--- src/rtl/lpp_pkg.sv ---
// ---------------------------------------------------------------------------
// Length-prefixed protobuf parser package
// Constants, codes and types shared by the parser modules.
// ---------------------------------------------------------------------------
package lpp_pkg;

	localparam int PREFIX_BYTES = 4;
	localparam logic [3:0] VARINT_MAX_GROUPS = 4'd10;

	localparam logic [2:0] CLS_PREFIX  = 3'd0;
	localparam logic [2:0] CLS_VARINT  = 3'd1;
	localparam logic [2:0] CLS_NSPACE  = 3'd2;
	localparam logic [2:0] CLS_PAYLOAD = 3'd3;
	localparam logic [2:0] CLS_OTHER   = 3'd4;
	localparam logic [2:0] CLS_SKIP    = 3'd5;

	localparam logic [1:0] KIND_NONE    = 2'd0;
	localparam logic [1:0] KIND_NSPACE  = 2'd1;
	localparam logic [1:0] KIND_PAYLOAD = 2'd2;
	localparam logic [1:0] KIND_OTHER   = 2'd3;

	localparam logic [2:0] WT_VARINT = 3'd0;
	localparam logic [2:0] WT_LENGTH = 3'd2;

	localparam logic [60:0] FIELD_NSPACE  = 61'd4;
	localparam logic [60:0] FIELD_PAYLOAD = 61'd6;

	typedef enum logic [5:0] {
		PH_PREFIX = 6'b000001,
		PH_KEY    = 6'b000010,
		PH_VALUE  = 6'b000100,
		PH_LEN    = 6'b001000,
		PH_STRING = 6'b010000,
		PH_SKIP   = 6'b100000
	} phase_t;

	typedef struct packed {
		logic [7:0] echo_byte;
		logic [2:0] byte_class;
		logic       message_done;
		logic       namespace_present;
		logic       parse_stopped;
		logic       length_overrun;
	} result_t;

endpackage

--- src/rtl/lpp_parser.sv ---
// ---------------------------------------------------------------------------
// Parser state and per-byte decode
// Holds the framing and wire-format state and classifies one byte per step.
// ---------------------------------------------------------------------------
module lpp_parser (
	input  logic             clk,
	input  logic             arst_n,
	input  logic             step,
	input  logic [7:0]       data_byte,
	output lpp_pkg::result_t result
);
	import lpp_pkg::*;

	phase_t      phase_q, phase_d;
	logic [1:0]  prefix_count_q, prefix_count_d;
	logic [31:0] message_left_q, message_left_d;
	logic [31:0] string_left_q, string_left_d;
	logic [63:0] varint_accum_q, varint_accum_d;
	logic [3:0]  varint_group_q, varint_group_d;
	logic [1:0]  field_kind_q, field_kind_d;
	logic        namespace_flag_q, namespace_flag_d;

	logic [2:0]  prefix_next;
	logic [31:0] prefix_value;
	logic [31:0] ml_dec;
	logic [31:0] sl_dec;
	logic [63:0] acc_new;
	logic [3:0]  group_new;
	logic        more;
	logic        len_over;
	logic [1:0]  key_kind;
	logic [127:0] group_wide;

	always_comb begin
		group_wide = {121'd0, data_byte[6:0]} << (7'(varint_group_q) * 7'd7);
		acc_new    = varint_accum_q | group_wide[63:0];
		group_new  = (varint_group_q < VARINT_MAX_GROUPS) ? varint_group_q + 4'd1
			: varint_group_q;
	end

	assign more         = data_byte[7];
	assign prefix_next  = {1'b0, prefix_count_q} + 3'd1;
	assign prefix_value = {message_left_q[23:0], data_byte};
	assign ml_dec       = (message_left_q != 32'd0) ? message_left_q - 32'd1 : message_left_q;
	assign sl_dec       = (string_left_q != 32'd0) ? string_left_q - 32'd1 : string_left_q;
	assign len_over     = (acc_new[63:32] != 32'd0) || (acc_new[31:0] > ml_dec);
	assign key_kind     = (acc_new[63:3] == FIELD_NSPACE) ? KIND_NSPACE
		: (acc_new[63:3] == FIELD_PAYLOAD) ? KIND_PAYLOAD : KIND_OTHER;

	always_comb begin
		phase_d          = phase_q;
		prefix_count_d   = prefix_count_q;
		message_left_d   = message_left_q;
		string_left_d    = string_left_q;
		varint_accum_d   = varint_accum_q;
		varint_group_d   = varint_group_q;
		field_kind_d     = field_kind_q;
		namespace_flag_d = namespace_flag_q;
		result.echo_byte         = data_byte;
		result.byte_class        = CLS_PREFIX;
		result.message_done      = 1'b0;
		result.namespace_present = 1'b0;
		result.parse_stopped     = 1'b0;
		result.length_overrun    = 1'b0;

		if (phase_q == PH_PREFIX) begin
			message_left_d = prefix_value;
			if (prefix_next >= 3'(PREFIX_BYTES)) begin
				prefix_count_d = 2'd0;
				if (prefix_value == 32'd0) begin
					result.message_done = 1'b1;
					namespace_flag_d    = 1'b0;
				end else begin
					phase_d        = PH_KEY;
					varint_accum_d = 64'd0;
					varint_group_d = 4'd0;
				end
			end else begin
				prefix_count_d = prefix_next[1:0];
			end
		end else begin
			message_left_d = ml_dec;
			case (phase_q)
				PH_KEY: begin
					result.byte_class = CLS_VARINT;
					varint_accum_d    = acc_new;
					varint_group_d    = group_new;
					if (!more || ml_dec == 32'd0) begin
						varint_accum_d = 64'd0;
						varint_group_d = 4'd0;
						if (acc_new[2:0] == WT_VARINT) begin
							phase_d = PH_VALUE;
						end else if (acc_new[2:0] == WT_LENGTH) begin
							field_kind_d = key_kind;
							phase_d      = PH_LEN;
							if (ml_dec == 32'd0 && key_kind == KIND_NSPACE) begin
								namespace_flag_d = 1'b0;
							end
						end else begin
							result.parse_stopped = 1'b1;
							phase_d              = PH_SKIP;
						end
					end
				end
				PH_VALUE: begin
					result.byte_class = CLS_VARINT;
					varint_accum_d    = acc_new;
					varint_group_d    = group_new;
					if (!more || ml_dec == 32'd0) begin
						varint_accum_d = 64'd0;
						varint_group_d = 4'd0;
						phase_d        = PH_KEY;
					end
				end
				PH_LEN: begin
					result.byte_class = CLS_VARINT;
					varint_accum_d    = acc_new;
					varint_group_d    = group_new;
					if (!more || ml_dec == 32'd0) begin
						varint_accum_d = 64'd0;
						varint_group_d = 4'd0;
						if (len_over || acc_new == 64'd0) begin
							result.length_overrun = len_over;
							phase_d               = PH_KEY;
							if (field_kind_q == KIND_NSPACE) begin
								namespace_flag_d = 1'b0;
							end
						end else begin
							string_left_d = acc_new[31:0];
							phase_d       = PH_STRING;
							if (field_kind_q == KIND_NSPACE) begin
								namespace_flag_d = 1'b1;
							end
						end
					end
				end
				PH_STRING: begin
					case (field_kind_q)
						KIND_NSPACE:  result.byte_class = CLS_NSPACE;
						KIND_PAYLOAD: result.byte_class = CLS_PAYLOAD;
						default:      result.byte_class = CLS_OTHER;
					endcase
					string_left_d = sl_dec;
					if (sl_dec == 32'd0) begin
						phase_d = PH_KEY;
					end
				end
				default: begin
					result.byte_class = CLS_SKIP;
					phase_d           = PH_SKIP;
				end
			endcase
			if (ml_dec == 32'd0) begin
				result.message_done      = 1'b1;
				result.namespace_present = namespace_flag_d;
				namespace_flag_d = 1'b0;
				phase_d          = PH_PREFIX;
				prefix_count_d   = 2'd0;
				string_left_d    = 32'd0;
				varint_accum_d   = 64'd0;
				varint_group_d   = 4'd0;
				field_kind_d     = KIND_NONE;
			end
		end
	end

	always_ff @(posedge clk or negedge arst_n) begin
		if (!arst_n) begin
			phase_q          <= PH_PREFIX;
			prefix_count_q   <= 2'd0;
			message_left_q   <= 32'd0;
			string_left_q    <= 32'd0;
			varint_accum_q   <= 64'd0;
			varint_group_q   <= 4'd0;
			field_kind_q     <= KIND_NONE;
			namespace_flag_q <= 1'b0;
		end else if (step) begin
			phase_q          <= phase_d;
			prefix_count_q   <= prefix_count_d;
			message_left_q   <= message_left_d;
			string_left_q    <= string_left_d;
			varint_accum_q   <= varint_accum_d;
			varint_group_q   <= varint_group_d;
			field_kind_q     <= field_kind_d;
			namespace_flag_q <= namespace_flag_d;
		end
	end

endmodule

--- src/rtl/length_prefixed_protobuf_field_parser_core.sv ---
// ---------------------------------------------------------------------------
// Length-prefixed protobuf field parser core
// Byte-stream parser for length-framed protobuf messages.
// ---------------------------------------------------------------------------
// Bytes enter on the s_ channel, one byte per transfer in s_tdata. Each
// message starts with a four-byte big-endian body length, followed by a body
// in protobuf wire format. For every byte one result leaves on the m_ channel:
// the byte itself in m_tdata, its class and flags in m_tuser, and m_tlast on
// the byte that ends a framed message.
// A byte is held in an input register, then decoded and written to the
// output register when that register is empty or being read, so its
// result is offered there. One byte per cycle is sustained while m_tready
// is high, limited by the single decode step between the two registers.
// While m_tready is low the output register holds its result and the input
// register keeps one more byte; s_tready drops only when both are full.
// Reset empties both registers and returns the parser to the length prefix
// of a new message with the namespace flag cleared.
// ---------------------------------------------------------------------------
module length_prefixed_protobuf_field_parser_core (
	input  logic       clk,
	input  logic       arst_n,
	input  logic       s_tvalid,
	output logic       s_tready,
	input  logic [7:0] s_tdata,   // [7:0] data_byte
	output logic       m_tvalid,
	input  logic       m_tready,
	output logic [7:0] m_tdata,   // [7:0] echo_byte
	output logic [5:0] m_tuser,   // [2:0] byte_class, [3] namespace_present,
	                              // [4] parse_stopped, [5] length_overrun
	output logic       m_tlast    // message_done
);
	import lpp_pkg::*;

	logic       valid_s1;
	logic [7:0] byte_s1;
	logic       valid_s2;
	result_t    result_s2;
	result_t    result;
	logic       advance;

	assign advance  = valid_s1 && (!valid_s2 || m_tready);
	assign s_tready = !valid_s1 || advance;

	lpp_parser u_parser (
		.clk       (clk),
		.arst_n    (arst_n),
		.step      (advance),
		.data_byte (byte_s1),
		.result    (result)
	);

	always_ff @(posedge clk or negedge arst_n) begin
		if (!arst_n) begin
			valid_s1 <= 1'b0;
			valid_s2 <= 1'b0;
		end else begin
			if (s_tvalid && s_tready) begin
				valid_s1 <= 1'b1;
			end else if (advance) begin
				valid_s1 <= 1'b0;
			end
			if (advance) begin
				valid_s2 <= 1'b1;
			end else if (m_tready) begin
				valid_s2 <= 1'b0;
			end
		end
	end

	always_ff @(posedge clk) begin
		if (s_tvalid && s_tready) begin
			byte_s1 <= s_tdata;
		end
		if (advance) begin
			result_s2 <= result;
		end
	end

	assign m_tvalid = valid_s2;
	assign m_tdata  = result_s2.echo_byte;
	assign m_tuser  = {result_s2.length_overrun, result_s2.parse_stopped,
		result_s2.namespace_present, result_s2.byte_class};
	assign m_tlast  = result_s2.message_done;

endmodule

--- config.mk ---
export PLATFORM = sky130hd
export DESIGN_NAME = length_prefixed_protobuf_field_parser_core
export DESIGN_NICKNAME = d
export VERILOG_FILES = /design/src/rtl/lpp_pkg.sv /design/src/rtl/lpp_parser.sv /design/src/rtl/length_prefixed_protobuf_field_parser_core.sv
export SDC_FILE = /design/constraint.sdc
export NUM_CORES = 1
export LEC_CHECK = 0
export BUFFER_PORTS_ARGS = -buffer_cell sky130_fd_sc_hd__clkbuf_2
export CELL_PAD_IN_SITES_DETAIL_PLACEMENT = 0
export CELL_PAD_IN_SITES_GLOBAL_PLACEMENT = 1
export CORE_AREA = 8 8 175 177
export CTS_CLUSTER_DIAMETER = 60
export DETAILED_ROUTE_END_ITERATION = 12
export DIE_AREA = 0 0 183 185
export PLACE_DENSITY_LB_ADDON = 0.12
export SYNTH_ARGS = -nofsm -noshare
export SYNTH_HDL_FRONTEND = slang
export SYNTH_SLANG_ARGS = --single-unit
--- constraint.sdc ---
create_clock -name clk -period 9.6 [get_ports clk]
set_input_delay 0 -clock clk [delete_from_list [all_inputs] [get_ports clk]]
set_output_delay 0 -clock clk [all_outputs]
set_load 0.03 [all_outputs]
[Word-level counts from Yosys, hierarchy flattened]
Cells that the tools add are included.
Storage, ports and cells
  register bits after elaboration: 168
  bits of input ports: 12
  output and inout port bits: 17
Cells by class
  $add $sub $neg: 4
  multipliers: 1
  $lt $le $gt $ge: 3
  equal/unequal tests: 21
  shift operators: 1
  muxes and demuxes: 66
  bitwise gates (word level): 7
  reduce and logical (&&, ||, !) cells: 39
Operators with widths (number)
  64-bit two-way mux: 6
  32-bit two-way mux: 6
  61-bit by 3-bit equality test with 1-bit output, second input constant: 2
  32-bit logical NOT: 3
  32-bit nonzero test: 3
  64-bit logical NOT: 1
  64-bit OR: 1
  32-bit one-hot mux with 2 select lines: 1
  7-bit by 7-bit << shifter with 64-bit output: 1
  32-bit by 1-bit subtractor with 32-bit output, second input constant: 2
  6-bit two-way mux: 10
  32-bit > comparator: 1
  4-bit two-way mux: 7
  6-bit one-hot mux with 4 select lines: 1
  1-bit two-way mux: 21
  2-bit two-way mux: 10
  4-bit by 1-bit inequality test with 1-bit output, second input constant: 4
  3-bit one-hot mux with 2 select lines: 2
  2-bit nonzero test: 6
  5-bit AND reduction: 2
  4-bit OR reduction: 2
  4-bit by 3-bit multiplier with 7-bit output, second input constant: 1
  7-bit AND reduction: 1
  6-bit by 1-bit equality test with 1-bit output, second input constant: 1
  30 further kinds: 47

[Logic depth before layout (Yosys ltp)]
Gate-level depths: netlist (run 1).
  depth after elaboration: 15
  gate-level depth with buffers: 21
  gate-level depth less buffers: 18

[Modules after synthesis]
A second synthesis (run 1) with hierarchy kept.
Second synthesis, totals
  cells, all modules: 1291
  area, all modules: 10864.2 µm²
Modules (own cells, without submodules)
  lpp_parser: instances 1, cells each 1260, area each 10069.7 µm², seq. area each 3579.7 µm²
  length_prefixed_protobuf_field_parser_core: instances 1, cells each 31, area each 794.5 µm², seq. area each 740.7 µm²

[Worst setup path after synthesis (run 1)]
No wires, ideal clock.
  path kind: reg2reg
  start: reg u_parser.message_left_q[16]
  end: reg u_parser.string_left_q[27]
  library setup time: 123 ps
  arrival time: 4650 ps
  setup slack: 4827 ps
  cell stages (with the launch flop): 19
  path buffers: 4
  path through: dfrtp_1 > buf_4 > or4_1 > buf_2 > or3_4 > nor4_4 > clkbuf_1 > nor3_1 > xnor2_1 > ha_1 > and4_1 > a2111oi_0 > o31ai_1 > a31oi_1 > a41o_1 > o21ai_1 > clkbuf_1 > o21bai_1 > o2bb2ai_1
On the way
  word-level cells in the longest chain between the ends: 7
  elaborated cells between the ends (all ways): 13
  classes of those cells: 1 x add/sub; 1 x order compare; 2 x eq/ne; 2 x mux; 7 x reduce/logical
RTL lines
  start: declaration: RTL line lpp_parser.sv:16  | logic [31:0] message_left_q, message_left_d;
  start signal: assignment: RTL line lpp_parser.sv:180  | message_left_q <= message_left_d;
  32-bit by 1-bit subtractor with 32-bit output or 32-bit nonzero test (tied branches): RTL line lpp_parser.sv:44  | assign ml_dec = (message_left_q != 32'd0) ? message_left_q - 32'd1 : message_left_q;
  32-bit two-way mux (*): RTL line lpp_parser.sv:44
  32-bit > comparator: RTL line lpp_parser.sv:46  | assign len_over = (acc_new[63:32] != 32'd0) || (acc_new[31:0] > ml_dec);
  1-bit logical OR: RTL line lpp_parser.sv:46
  1-bit logical OR: RTL line lpp_parser.sv:122  | if (len_over || acc_new == 64'd0) begin
  3-bit by 2-bit inequality test with 1-bit output (no source line)
  5-bit AND reduction (no source line)
  end signal: assignment: RTL line lpp_parser.sv:181  | string_left_q <= string_left_d;
  end: declaration: RTL line lpp_parser.sv:17  | logic [31:0] string_left_q, string_left_d;
Mark *: on every way between the ends. The rest lies on a longest branch, timed or not.
A chain may end at the register's enable or synchronous reset.

[Final worst setup path (run 1)]
  start: reg u_parser.message_left_q[9]
  end: reg u_parser.string_left_q[15]
The elaborated chain is that of the path after synthesis.

==> results of run 1 <==
-- cell type report --
type,count,area share [%]
Clock inverter,15,1.32
Inverter,61,1.90
Clock buffer,17,3.53
Tap cell,384,3.99
Timing Repair Buffer,59,3.40
Multi-Input combinational cell,1004,50.0
Sequential cell,168,35.9
-- state kept, by name, summed over array words and instances (netlist names) --
signal / flops
byte_s1: 8
m_tvalid: 1
valid_s1: 1
u_parser.prefix_count_q: 2
u_parser.message_left_q: 32
u_parser.varint_group_q: 4
u_parser.varint_accum_q: 64
m_tuser: 6
u_parser.string_left_q: 32
m_tdata: 8
u_parser.namespace_flag_q: 1
m_tlast: 1
u_parser.field_kind_q: 2
u_parser.phase_q: 6
-- worst paths after layout --
path	to	cells after the start	startpoint
worst max-delay path	u_parser.string_left_q[15]	13	u_parser.message_left_q[9]
worst min-delay path	u_parser.prefix_count_q[1]	2	arst_n
max in group asynchronous	u_parser.message_left_q[13]	3	arst_n
min in group clk	byte_s1[3]	2	s_tdata[3]
worst max register to register	u_parser.string_left_q[15]	13	u_parser.message_left_q[9]
worst min register to register	u_parser.varint_accum_q[26]	2	u_parser.varint_accum_q[26]
-- layout by cell type, fill, tap and decap left out, types with 5 or more instances in the layout --
cell type      count
ha_1              40
nand4_1           31
o31a_1             8
or3_1             17
dfrtp_1          144
and3_1             5
o21ai_1           11
clkbuf_2          27
o31ai_1           46
o22ai_1           13
clkbuf_16         17
nor2b_1           13
and2_1             7
nor2_1           135
nand2_1          123
dlygate4sd3_1     12
nor4b_1            8
a211oi_1           7
xor2_1            10
xnor2_1           14
a21oi_1          118
nand2b_1           7
o21ai_0           90
buf_4             19
edfxtp_1          23
nor3_1            52
a22oi_1            5
o211ai_1          14
nand3_1           31
nor3b_1            8
a31oi_1           44
nor4_1            45
or4_1             17
inv_1             61
-- routing by layer --
metal	vias to the layer above	global-route usage, %	part of all wire, %
met5	-	0	0
met4	0	8.07	2.2
met3	53	2.90	5.2
met2	377	35.3	45
met1	5156	31.9	47
li1	4883	-	-
-- power by group --
group          switching (W)  internal, W
Clock               0.000354     0.000348
Combinational       0.000690     0.000365
Sequential          0.000161     0.000803
-- cells by family (layout without fill, tap and decap cells) --
logic type               Yosys count  after routing  share of synthesized area, %
AO/OA/AOI/OAI                    405            405                          22.9
multiplexers                       3              3                         0.286
adder cells (fa/ha/maj)           40             40                          4.57
flip-flops                       168            168                          39.5
XOR/XNOR                          25             25                          2.07
AND/OR/NAND/NOR                  531            531                          24.9
buffers and inverters            153            152                          5.81
-- per-stage QoR --
stage	cells	power, W	utilization, %
floorplan	1325	0.00170	-
global placement	1664	0.00202	40.4
detailed placement	1664	0.00201	40.4
CTS	1708	0.00273	42.9
global route	1708	0.00288	42.9
finish	1708	0.00272	42.9
==> flow_metrics.py, run 1 <==
metrics = {
    "critical_path": {
        "crit_type": "register to register",
        "crit_slowest_cell": "nor4_4",
        "start_kind": "register",
        "crit_required_ns": 9.93,
        "worstPathMaxFanout": 23,
        "critical_path_arrival_ns": 6.53,
        "ff2ff_setup_slack_ns": 3.41,
        "critPathMaxStageDelay_ns": 0.99,
        "crit_chain": "nor4_1, nand2_1, nor4_4, nor3_1, xnor2_1, ha_1, and4_1, a2111oi_0, o31ai_1, a31oi_1, a41o_1, nand2_1, o311ai_0",
        "end_kind": "register",
        "critPathBufInv": 0,
        "cp_common_cell": "nand2_1",
        "path_delay_family": "simple AND/OR/NAND/NOR gates",
    },
    "detailed_routing": {
        "vias": 10469,
        "wire_per_inst_um": 22.2,
        "drc": 0,
        "wl_um": 37900,
        "routed_via_density": 6.13,
        "drtPass1Iterations": 7,
        "drt-initial-drc-count": 895,
        "detail-route-antenna-nets": 0,
    },
    "sta": {
        "slew_viol_final": 0,
        "grt_setup_unrepaired": "false",
        "relSlewSlack_pct": 15.3,
        "hold_viol": 0,
        "fin_tns_setup_ns": 0,
        "holdWs_ns": 0.183,
        "fin_crit_ns": 6.19,
        "tightest_slew_ns": 1.27,
        "final.setup.worst_slack_ns": 3.41,
        "clock_skew_ns": 0.0150,
        "fmax_mhz": 162,
        "final.period_utilization_pct": 64.5,
        "setup_viol": 0,
    },
    "clock_tree": {
        "tritoncts": "built",
        "cts_max_path_buffers": 2,
        "root_buffer": "clkbuf_16",
        "cts_max_level": 4,
        "holdBufCountCts": 12,
        "cts.clk_slew.worst_paths_ns": 0.08,
        "cts_setup_buffers": 0,
        "cts_resized": 0,
        "cts.sinks": 168,
        "worstSkewPairLatency_ns": 0.46,
        "numCtsBuffers": 17,
    },
    "placement": {
        "globalplace.congestion": 0.901,
        "placed_area_sq_um": 11300,
        "place_ws_ns": 3.55,
        "portBuffers": 28,
        "hpwl_um": 26800,
    },
    "synthesis": {
        "synthTopCellsByCount": "dfrtp_1 (144), nor2_1 (135), nand2_1 (124)",
        "netlist.area_leader.share_pct": 32.9,
        "synth_top_area_cell": "dfrtp_1",
        "synth.distinct_cells": 83,
        "synthArstFlopShare_pct": 86.3,
        "yosys-top-cells-area": "dfrtp_1 (33%), edfxtp_1 (6.3%), a21oi_1 (5.4%)",
        "synth_edf_count": 23,
        "avgSynthCellArea_sq_um": 8.26,
        "syn_inst": 1325,
        "syn_nets": 1377,
        "synth_seq_area_share_pct": 39.5,
        "synth_warnings": 0,
        "ys_ff_latch": 168,
        "yosysMostFrequentCell": "dfrtp_1",
        "synth_flop_cell": "dfrtp_1",
        "syn-cell-area_sq_um": 10900,
    },
    "final_layout": {
        "layout-drive-gt1-share_pct": 8.31,
        "n_fill_cell": 2870,
        "fin_nets": 1363,
        "antenna_cells": 0,
        "syn2layout_area_growth_pct": 9.95,
        "multi_input_area_sq_um": 6020,
        "seqCellArea_sq_um": 4320,
        "final_cell_area_sq_um": 12000,
    },
    "min_path": {
        "min_path_type": "primary input to asynchronous set/reset pin",
    },
    "die": {
        "coreArea_sq_um": 28100,
        "rows": 62,
        "chipWidth_um": 183,
        "dieArea_sq_um": 33900,
        "die_h_um": 185,
        "num_io_pins": 29,
        "start_util_pct": 39.0,
    },
    "global_route": {
        "gr-total-overflow": 0,
        "grt_max_degree": 87,
        "grt_pass1_wl_um": 59900,
        "grt_pass1_vias": 9808,
        "grt_antenna_before_repair": 0,
        "track_usage_pct": 22.7,
    },
    "job": {
        "drv_cap": 0,
    },
    "power_and_ir_drop": {
        "p_leak_nw": 5.10,
        "ir_worst_vdd_v": 0.000139,
        "power_density_nw_per_um2": 226,
    },
    "run_status": {
        "status": "finished clean",
    },
}
(Power assumes the default switching activity.)
==> run 2, diff against run 1 <==
--- a/config.mk
+++ b/config.mk
@@ -5,13 +5,14 @@
 export SDC_FILE = /design/constraint.sdc
 export NUM_CORES = 1
 export LEC_CHECK = 0
+export ABC_AREA = 1
 export BUFFER_PORTS_ARGS = -buffer_cell sky130_fd_sc_hd__clkbuf_2
 export CELL_PAD_IN_SITES_DETAIL_PLACEMENT = 0
 export CELL_PAD_IN_SITES_GLOBAL_PLACEMENT = 1
-export CORE_AREA = 8 8 175 177
+export CORE_AREA = 8 8 187 189
 export CTS_CLUSTER_DIAMETER = 60
 export DETAILED_ROUTE_END_ITERATION = 12
-export DIE_AREA = 0 0 183 185
+export DIE_AREA = 0 0 195 197
 export PLACE_DENSITY_LB_ADDON = 0.12
 export SYNTH_ARGS = -nofsm -noshare
 export SYNTH_HDL_FRONTEND = slang
==> constraint.sdc (replaced) <==
create_clock -name clk -period 5 [get_ports clk]
set_input_delay 0 -clock clk [delete_from_list [all_inputs] [get_ports clk]]
set_output_delay 0 -clock clk [all_outputs]
set_load 0.03 [all_outputs]
==> run 2 against run 1 <==
Net effect:
- critical path depth is 8 higher
- maximum frequency is 44% higher
- die area is 13% higher
- critical endpoint is now u_parser.string_left_q[21]
- largest cell class unchanged
==> flow_metrics.py, run 2 <==
metrics = {
    "synthesis": {
        "avgSynthCellArea_sq_um": 6.53,
        "synth_seq_area_share_pct": 34.3,
        "syn_inst": 1927,
        "synth.distinct_cells": 43,
        "yosys-top-cells-area": "dfrtp_1 (29%), nand2_1 (18%), nor2_1 (10%)",
        "synthTopCellsByCount": "nand2_1 (610), nor2_1 (336), nand3_1 (173)",
        "synthArstFlopShare_pct": 86.3,
        "netlist.area_leader.share_pct": 28.6,
        "syn-cell-area_sq_um": 12600,
        "syn_nets": 1979,
        "ys_ff_latch": 168,
        "synth_flop_cell": "dfrtp_1",
        "synth_top_area_cell": "dfrtp_1",
        "synth_warnings": 0,
        "synth_edf_count": 23,
        "yosysMostFrequentCell": "nand2_1",
    },
    "final_layout": {
        "seqCellArea_sq_um": 4320,
        "layout-drive-gt1-share_pct": 7.55,
        "fin_nets": 1985,
        "final_cell_area_sq_um": 13700,
        "mostFrequentLayoutCells": "nand2_1 (610), nor2_1 (335), nand3_1 (173), inv_1 (168), dfrtp_1 (144)",
        "n_fill_cell": 3491,
        "top_regs": "u_parser.varint_accum_q (64), u_parser.message_left_q (32), u_parser.string_left_q (32)",
        "multi_input_area_sq_um": 7160,
        "largest_register_ffs": 64,
        "final_common_cell": "nand2_1",
        "largest_register": "u_parser.varint_accum_q",
        "syn2layout_area_growth_pct": 8.70,
    },
    "die": {
        "die_h_um": 197,
        "start_util_pct": 39.3,
        "num_io_pins": 29,
        "chipWidth_um": 195,
        "rows": 66,
        "dieArea_sq_um": 38400,
        "coreArea_sq_um": 32000,
    },
    "detailed_routing": {
        "drtPass1Iterations": 5,
        "wl_um": 44500,
        "wire_per_inst_um": 18.9,
        "routed_via_density": 5.37,
        "drt-initial-drc-count": 1080,
        "vias": 12635,
        "detail-route-antenna-nets": 0,
        "drc": 0,
    },
    "clock_tree": {
        "worstSkewPairLatency_ns": 0.46,
        "cts_setup_buffers": 0,
        "cts_max_path_buffers": 2,
        "cts_max_level": 4,
        "cts_resized": 0,
        "root_buffer": "clkbuf_16",
        "cts.clk_slew.worst_paths_ns": 0.07,
        "numCtsBuffers": 17,
        "holdBufCountCts": 13,
        "tritoncts": "built",
        "cts.sinks": 168,
    },
    "sta": {
        "fin_tns_setup_ns": 0,
        "clock_skew_ns": 0.0164,
        "fin_crit_ns": 4.29,
        "grt_setup_unrepaired": "false",
        "relSlewSlack_pct": 34.0,
        "setup_viol": 0,
        "hold_viol": 0,
        "final.period_utilization_pct": 85.8,
        "tightest_slew_ns": 0.987,
        "fmax_mhz": 233,
        "slew_viol_final": 0,
    },
    "critical_path": {
        "crit_type": "register to register",
        "end_kind": "register",
        "critical_path_arrival_ns": 4.63,
        "crit_required_ns": 5.34,
        "worstPathMaxFanout": 32,
        "start_kind": "register",
    },
    "power_and_ir_drop": {
        "power_frac_seq_pct": 23.6,
        "ir_worst_vdd_v": 0.000295,
        "p_int_w": 0.00352,
        "power.switching_w": 0.00371,
        "p_total_w": 0.00724,
        "clkPwrFrac_pct": 18.4,
        "p_leak_nw": 7.30,
        "power_density_nw_per_um2": 529,
        "swShare_pct": 51.3,
        "p_comb_share_pct": 57.9,
    },
    "global_route": {
        "grt_max_degree": 67,
        "grt_pass1_wl_um": 71600,
        "track_usage_pct": 23.6,
        "grt_antenna_before_repair": 1,
        "gr-total-overflow": 0,
        "grt_pass1_vias": 12335,
    },
    "run_status": {
        "status": "finished clean",
    },
    "min_path": {
        "min_path_type": "primary input to asynchronous set/reset pin",
    },
    "job": {
        "drv_cap": 0,
    },
    "placement": {
        "portBuffers": 28,
        "placed_area_sq_um": 13000,
        "globalplace.congestion": 0.902,
        "hpwl_um": 32500,
    },
}
-- run 2: power groups by stage --
stage               clock network (W)  logic, W  registers [W]
floorplan                           0   0.00300        0.00170
global placement                    0   0.00415        0.00173
detailed placement                  0   0.00414        0.00173
CTS                           0.00135   0.00417        0.00171
global route                  0.00140   0.00474        0.00173
finish                        0.00133   0.00419        0.00171
-- run 2: stage by stage --
| step | util [%] | hold slack (ns) | worst slack, ns | instances |
|---|---|---|---|---|
| 6_report | 42.7 | 0.0194 | 0.710 | 2355 |
| 5_1_grt | 42.7 | 0.0834 | 0.215 | 2354 |
| 4_1_cts | 42.7 | 0.0345 | 0.785 | 2354 |
| 3_5_place_dp | 40.5 | -0.0503 | 0.812 | 2309 |
| 3_3_place_gp | 40.5 | -0.0536 | 0.922 | 2309 |
| 2_1_floorplan | - | -0.296 | 1.72 | 1927 |
-- run 2: path summary, 6_finish.rpt --
| path | slack [ns] | to | cells after the start | start |
|---|---|---|---|---|
| min in group clk | 0.26 | byte_s1[7] | 2 | s_tdata[7] |
| worst min register to register | 0.46 | u_parser.varint_accum_q[47] | 2 | u_parser.varint_accum_q[47] |
| max in group asynchronous | 3.79 | u_parser.string_left_q[1] | 3 | arst_n |
| worst max register to register | 0.71 | u_parser.string_left_q[21] | 21 | u_parser.message_left_q[0] |
| worst max-delay path | 0.71 | u_parser.string_left_q[21] | 21 | u_parser.message_left_q[0] |
| worst min-delay path | 0.02 | u_parser.message_left_q[26] | 2 | arst_n |
-- run 2: cell type report --
| type | count | share of cell area (%) |
|---|---|---|
| timing repair buffer | 64 | 3.28 |
| tap | 408 | 3.73 |
| inverter | 177 | 4.86 |
| clock inverter | 15 | 1.02 |
| clock buffer | 17 | 3.11 |
| multi-input combinational | 1505 | 52.4 |
| antenna | 1 | 0.0183 |
| sequential | 168 | 31.6 |
-- run 2: worst max-delay path, stage by stage, from the launching register on --
cell and delay (ns):
dfrtp_1 0.37, inv_1 0.17, ha_1 0.35, inv_1 0.13
nor2_2 0.27, nand2_1 0.18, nor2_1 0.15, nand2_1 0.06
nand2_1 0.08, nand2_1 0.11, ha_1 0.34, nand2_1 0.08
nor4_1 0.37, inv_1 0.07, nor2_1 0.15, nand3_1 0.11
nand2_1 0.18, nand3_1 0.14, o211ai_2 0.25, nand3_4 0.38
nand2_1 0.16, nand2_1 0.06
-- run 2: cell families after synthesis --
family	Yosys count	synth area share, %
simple gates	1262	42.7
buf+inv	254	8.84
compound gates	187	8.97
flops	168	34.3
fa+ha+maj	40	3.98
xor+xnor	16	1.11
-- run 2: routing by layer --
metal / routed length, um / vias up / track usage (%)
met2: 20300 / 321 / 37.9
met1: 20700 / 5977 / 31.8
met5: 0 / - / 0
met4: 1380 / 0 / 9.32
met3: 2120 / 69 / 3.45
li1: - / 6268 / -
